## config.mk

```make
export PLATFORM = sky130hd
export DESIGN_NAME = spc_sqacc
export DESIGN_NICKNAME = d
export VERILOG_FILES = /design/src/hw/rtl/slot_position_change_classifier_assert.svh /design/src/hw/rtl/spc_pkg.sv /design/src/hw/rtl/spc_sqacc.sv
export SDC_FILE = /design/constraint.sdc
export NUM_CORES = 2
export LEC_CHECK = 0
export ABC_AREA = 1
export ABC_CLOCK_PERIOD_IN_PS = 11300
export BUFFER_PORTS_ARGS = -buffer_cell sky130_fd_sc_hd__buf_2
export CAP_MARGIN = 30
export CORE_ASPECT_RATIO = 0.6
export CORE_MARGIN = 2
export CORE_UTILIZATION = 60
export CTS_BUF_LIST = sky130_fd_sc_hd__clkbuf_2
export DETAILED_ROUTE_END_ITERATION = 12
export HOLD_SLACK_MARGIN = 0.15
export PLACE_DENSITY_LB_ADDON = 0.1
export RECOVER_POWER = 100
export REMOVE_ABC_BUFFERS = 1
export SLEW_MARGIN = 20
export SYNTH_ARGS = -nofsm -noshare
export SYNTH_HDL_FRONTEND = slang
export SYNTH_SLANG_ARGS = --single-unit
```

## constraint.sdc

```tcl
create_clock -name clk -period 11.3 [get_ports clk]
set_clock_uncertainty 0.15 [all_clocks]
set_input_delay 0.565 -clock clk [delete_from_list [all_inputs] [get_ports clk]]
set_output_delay 0.565 -clock clk [all_outputs]
set_load 0.005 [all_outputs]
```

## src/hw/rtl/slot_position_change_classifier_assert.svh

```systemverilog
// assertion macros for the slot position change classifier
`ifndef SLOT_POSITION_CHANGE_CLASSIFIER_ASSERT_SVH
`define SLOT_POSITION_CHANGE_CLASSIFIER_ASSERT_SVH
`ifndef SYNTHESIS
// same-cycle implication
`define SPC_ASSERT_NOW(label, ante, cons) \
	label: assert property (@(posedge clk) disable iff (!arst_n) (ante) |-> (cons)) \
		else $error("slot classifier check failed");
// next-cycle implication
`define SPC_ASSERT_NEXT(label, ante, cons) \
	label: assert property (@(posedge clk) disable iff (!arst_n) (ante) |=> (cons)) \
		else $error("slot classifier check failed");
`else
`define SPC_ASSERT_NOW(label, ante, cons)
`define SPC_ASSERT_NEXT(label, ante, cons)
`endif
`endif

```

## src/hw/rtl/spc_pkg.sv

```systemverilog
// shared constants and types of the slot position change classifier
package spc_pkg;

	localparam int SLOTS  = 64;
	localparam int SLOT_W = 6;
	localparam int KC_W   = 7;
	localparam int POS_W  = 32;
	localparam int THR_W  = 31;
	localparam int SQ_W   = 2 * THR_W;
	localparam int ACC_W  = SQ_W + 2;

	typedef enum logic [1:0] {
		CHG_UNCHANGED = 2'd0,
		CHG_FRESH     = 2'd1,
		CHG_MIGRATED  = 2'd2
	} change_t;

	localparam logic CMD_LOAD     = 1'b0;
	localparam logic CMD_CLASSIFY = 1'b1;

	typedef struct packed {
		logic [POS_W-1:0] x;
		logic [POS_W-1:0] y;
		logic [POS_W-1:0] z;
		logic             reported;
	} entry_t;

	// control of the shared square and accumulate unit
	typedef struct packed {
		logic clear;
		logic vld;
		logic thr;
	} mac_ctl_t;

endpackage

```

## src/hw/rtl/spc_sqacc.sv

```systemverilog
// shared squarer with accumulator for the distance check
module spc_sqacc (
	input  logic                      clk,
	input  logic                      arst_n,
	input  spc_pkg::mac_ctl_t         ctl,
	input  logic [spc_pkg::THR_W-1:0] opnd,
	output logic                      le
);

	logic [spc_pkg::SQ_W-1:0]  prod_s1;
	logic                      vld_s1;
	logic                      thr_s1;
	logic [spc_pkg::SQ_W-1:0]  thr_q;
	logic [spc_pkg::ACC_W-1:0] acc_q;

	// product stage
	always_ff @(posedge clk or negedge arst_n) begin
		if (!arst_n) begin
			vld_s1 <= 1'b0;
		end else begin
			vld_s1 <= ctl.vld && !ctl.clear;
		end
	end

	always_ff @(posedge clk) begin
		prod_s1 <= spc_pkg::SQ_W'(opnd) * spc_pkg::SQ_W'(opnd);
		thr_s1  <= ctl.thr;
	end

	// threshold square or running sum of squares
	always_ff @(posedge clk) begin
		if (ctl.clear) begin
			acc_q <= '0;
		end else if (vld_s1) begin
			if (thr_s1) begin
				thr_q <= prod_s1;
			end else begin
				acc_q <= acc_q + spc_pkg::ACC_W'(prod_s1);
			end
		end
	end

	assign le = acc_q <= spc_pkg::ACC_W'(thr_q);

endmodule

```

# Word level (Yosys, flattened, before mapping)
# Index checks and enable logic that the tools add are counted.
# classes
mul	1
reduce_logical	4
n_bitwise	2
n_lt_le_gt_ge	1
add_sub_neg	1
# ops
op	count
$add 64x62->64	1
$le 64x62->1	1
$mul 31x31->62	1
$reduce_and 3->1	1
$not 1->1	2
$reduce_and 2->1	1
$logic_and 1x1->1	1
$logic_not 1->1	1
# word_totals
register_bits	190
word_cells	14

# Depth between registers and ports, before layout
# logic_depth
ltp_word	2
mapped_depth	31
mapped_depth_nobuf	29

# Worst setup path after synthesis
# OpenSTA, ideal clock, no wires.
# synth_timing
path_type	input port to flip-flop
startpoint	input port opnd[6] (netlist name)
endpoint	register prod_s1[54] (netlist name)
path_stages	28
setup_slack_ns	4.451
arrival_time_ns	6.586
n_path_buf	2
required_time_ns	11.038
path_cell_list	clkbuf_1 > buf_1 > nand2_1 > fa_1 > inv_1 > fa_1 > fa_1 > inv_1 > fa_1 > inv_1 > fa_1 > inv_1 > fa_1 > inv_1 > fa_1 > fa_1 > ha_1 > nand2_1 > nor2_1 > inv_1 > nor2_2 > inv_2 > nor2_4 > nand2_1 > nand3_2 > nand4_1 > nand3_1 > nand2_1
# synth_via
elab_chain_cells	1
# synth_rtl
element	line	source
from (decl)	spc_sqacc.sv:6	input logic [spc_pkg::THR_W-1:0] opnd,
$mul 31x31->62	spc_sqacc.sv:26	prod_s1 <= spc_pkg::SQ_W'(opnd) * spc_pkg::SQ_W'(opnd);
to (signal assigned)	spc_sqacc.sv:26	
to (decl)	spc_sqacc.sv:10	logic [spc_pkg::SQ_W-1:0] prod_s1;
# No other way between the ends.
# A chain may end at the register's enable or synchronous reset.

# Worst setup path after layout
# layout_timing
startpoint	input port opnd[0] (netlist name)
endpoint	register prod_s1[55] (netlist name)
# Same word-level chain as after synthesis.

==> metrics.md <==
| Metric | Value |
|---|---|
| Root Driver | clkbuf_2 |
| Initial Utilization | 60.89% |
| Family with the most delay on the worst path | adder cells |
| Via count | 33.00k |
| Share of cells above drive strength 1 | 3.254% |
| Postcts setup bufs | 0 |
| Data required, critical path | 11.83 ns |
| Fill cells | 6336 |
| Post-layout min period | 8.721 ns |
| Worst reg2reg path depth | 3 |
| Chip Height | 207.8 um |
| Synthesized instance count | 5493 |
| CP startpoint | opnd[0] |
| DRC violations left | 0 |
| Clock Tree Buf Depth | 3 |
| Syn Area/Cell | 7.564 um^2 |
| CP arrival | 9.25 ns |
| CTS tree | done |
| Clock slew seen by the registers of the worst setup and hold paths | 0.34 ns |
| Critical path depth | 22 |
| Fmax | 114.7 MHz |
| Total CTS buffers | 25 |
| GPL Wtd Cong | 1.006 |
| Routed wire per std cell | 18.72 um |
| Multi-input logic area | 30270 um^2 |
| Die Footprint | 71440 um^2 |
| Row count | 74 |
| Clock sinks | 188 |
| CP most frequent cell | fa_1 |
| Final setup violation count | 0 |
| Flops & latches, synth | 188 |
| First-pass GRT wire length | 190600 um |
| Register Area | 4379 um^2 |
| Worst Hold Class | in2reg |
| Hold Vio Cnt, Final | 0 |
| Overflow after GRT | 0 |
| First-pass DRT Iterations | 6 |
| Largest cells by area after synthesis | fa_1 (36%), inv_1 (15%), nand2_1 (12%), ha_1 (12%), dfxtp_1 (6.1%) |
| RR Endpoint | thr_q[45] |
| Port-buffer cells | 36 |
| Top-area cell type share of the netlist area | 36.04% |
| Setup TNS Final | 0 ns |
| CP Max Fanout | 32 |
| DIE WIDTH | 343.7 um |
| Nets | 6639 |
| Failing checks | max-capacitance violations, max-slew violations |
| Worst setup SP type | input port |
| Fin crit share | 77.18% |
| Ys Warns | 0 |
| Area grow syn2layout | 2.975% |
| CTS Hold Bufs | 7 |
| Skew-Pair Late Insertion Delay | 0.87 ns |
| Synthesized area | 41550 um^2 |
| Seq/Total Area, Yosys | 10.54% |
| Status | finished, violations left |
| Yosys cell types | 47 |
| RSZ-0062 raised after global routing | false |
| Largest net degree at the start of global routing | 62 |
| Number of global-route vias before repair | 33.40k |
| Crit-path cells | dlygate4sd3_1 -> clkbuf_1 -> nand2_1 -> fa_1 -> inv_1 -> ha_1 -> fa_1 -> inv_1 -> fa_1 -> inv_1 -> fa_1 -> fa_1 -> fa_1 -> fa_1 -> ha_1 -> nand2_1 -> o21ai_0 -> a21oi_1 -> o21ai_0 -> a21oi_1 -> nand3_1 -> nand2_1 |
| CP Buf/Inv Count | 5 |
| Relative slew slack | -143.7% |
| Htree depth | 4 |
| R2R setup slack | 7.26 ns |
| Async S/R FF share, synth | 0.5319% |
| DRT Wirelength | 119500 um |
| PostCTS Resize Cnt | 0 |
| Post-route ant nets | 0 |
| Critical path capture point | prod_s1[55] |
| Ports | 37 |
| Max cap viols | 3 |
| Post-synth EDFFs | 61 |
| GR Util All Layers | 35.28% |
| Initial antenna violation count | 2 |
| Worst slew pin tran | 3.656 ns |
| HPWL Detailed | 100400 um |
| Max incr delay on CP | 1.49 ns |
| Worst Setup End Kind | flop |
| Initial DRC count | 3302 |
| Max-slew violation count | 153 |
| Worst flop-to-flop path startpoint | thr_s1 |
| WS Path Type | in2reg |
| Crit-path slowest cell | clkbuf_1 |
| Core ar. | 68240 um^2 |
| Post-DR vias/cell | 5.169 |
| Most used DFF post-synth | dfxtp_1 |
| Area leader, netlist | fa_1 |
-- cell type report --
cell class / instances / share of cell area (%)
multi-input combinational: 3487 / 70.74
sequential: 188 / 10.24
tap: 912 / 2.667
antenna: 2 / 0.01170
inverter: 1704 / 14.95
clock buffer: 26 / 0.3041
clock inverter: 7 / 0.1989
timing repair buffer: 59 / 0.8920
-- kinds of logic (layout without fill, tap and decap cells) --
logic type	Yosys count	count (layout)	share of synthesized area, %
DFF	188	188	10.54
adders and majority gates	1138	1138	47.79
xor gates and xnor gates	99	99	2.087
and+or+nand+nor	1922	1922	18.83
other	0	2	0
AOI/OAI and AO/OA	328	328	4.322
buffers and inverters	1818	1796	16.44
-- Yosys cell counts, drive strengths merged, types with 4 or more instances --
cell type	number
nand4	17
fa	748
nand3b	4
xor2	81
a31oi	7
nor2	381
o21ai	111
xnor2	18
dfxtp	126
buf	14
a21oi	169
nand3	137
inv	1703
o21bai	20
o211ai	5
clkbuf	100
a21o	8
ha	390
nor3	30
nand2	1339
or2	6
edfxtp	61
-- state kept, by name, indices dropped and copies added, names as in the netlist --
signal / cells
acc_q: 64
prod_s1: 61
thr_q: 61
thr_s1: 1
vld_s1: 1
-- metal layers --
metal	up-vias	wire (um)	global-route usage [%]	part of all wire, %
li1	15716	-	-	-
met1	15570	57800	57.20	48
met2	1637	43090	44.56	36
met3	80	17580	14.30	15
met4	0	1050	3.253	0.88
met5	-	0	0	0
-- how the worst min path moves through the flow --
stage,start,to,slack [ns],depth (start not counted)
floorplan,arst_n,vld_s1,0.12,0
global placement,arst_n,vld_s1,0.19,1
detailed placement,arst_n,vld_s1,0.19,1
CTS,opnd[1],prod_s1[2],0.15,3
global route,opnd[1],prod_s1[2],0.16,3
finish,opnd[1],prod_s1[2],0.23,3
-- stage by stage --
step                cell area [um^2]  instances  setup WS (ns)  hold slack, ns  utilization [%]
floorplan                      41110       5379          5.027          0.1194                -
global placement               42560       6341          3.082          0.1899            62.36
detailed placement             42560       6341          3.142          0.1913            62.37
CTS                            42850       6381          3.987          0.1521            62.79
global route                   42780       6385          2.543          0.1635            62.70
finish                         42780       6385          2.579          0.2336            62.70
-- cells in the final DEF, fill, tap and decap left out, types with 18 or more instances in the layout --
master	synthesis	layout
xnor2_1	18	18
a21oi_1	165	166
clkbuf_2	0	26
inv_1	1687	1687
nor2_1	353	354
nand2_2	35	25
edfxtp_1	61	61
nor3_1	22	22
fa_1	748	748
nand3_1	120	126
nor2_2	24	21
dfxtp_1	126	126
xor2_1	81	81
buf_2	4	35
nand2_1	1304	1314
o21bai_1	19	20
o21ai_0	93	106
ha_1	390	390
-- tightest hold or removal path, delay by kind of cell --
family / cells / cell delay (ns)
buf+inv: 2 / 0.62
simple gates: 1 / 0.06
Power is left out: the tool's default activity adds up to more than one toggle a clock period on the data nets, which glitch-free logic cannot reach.
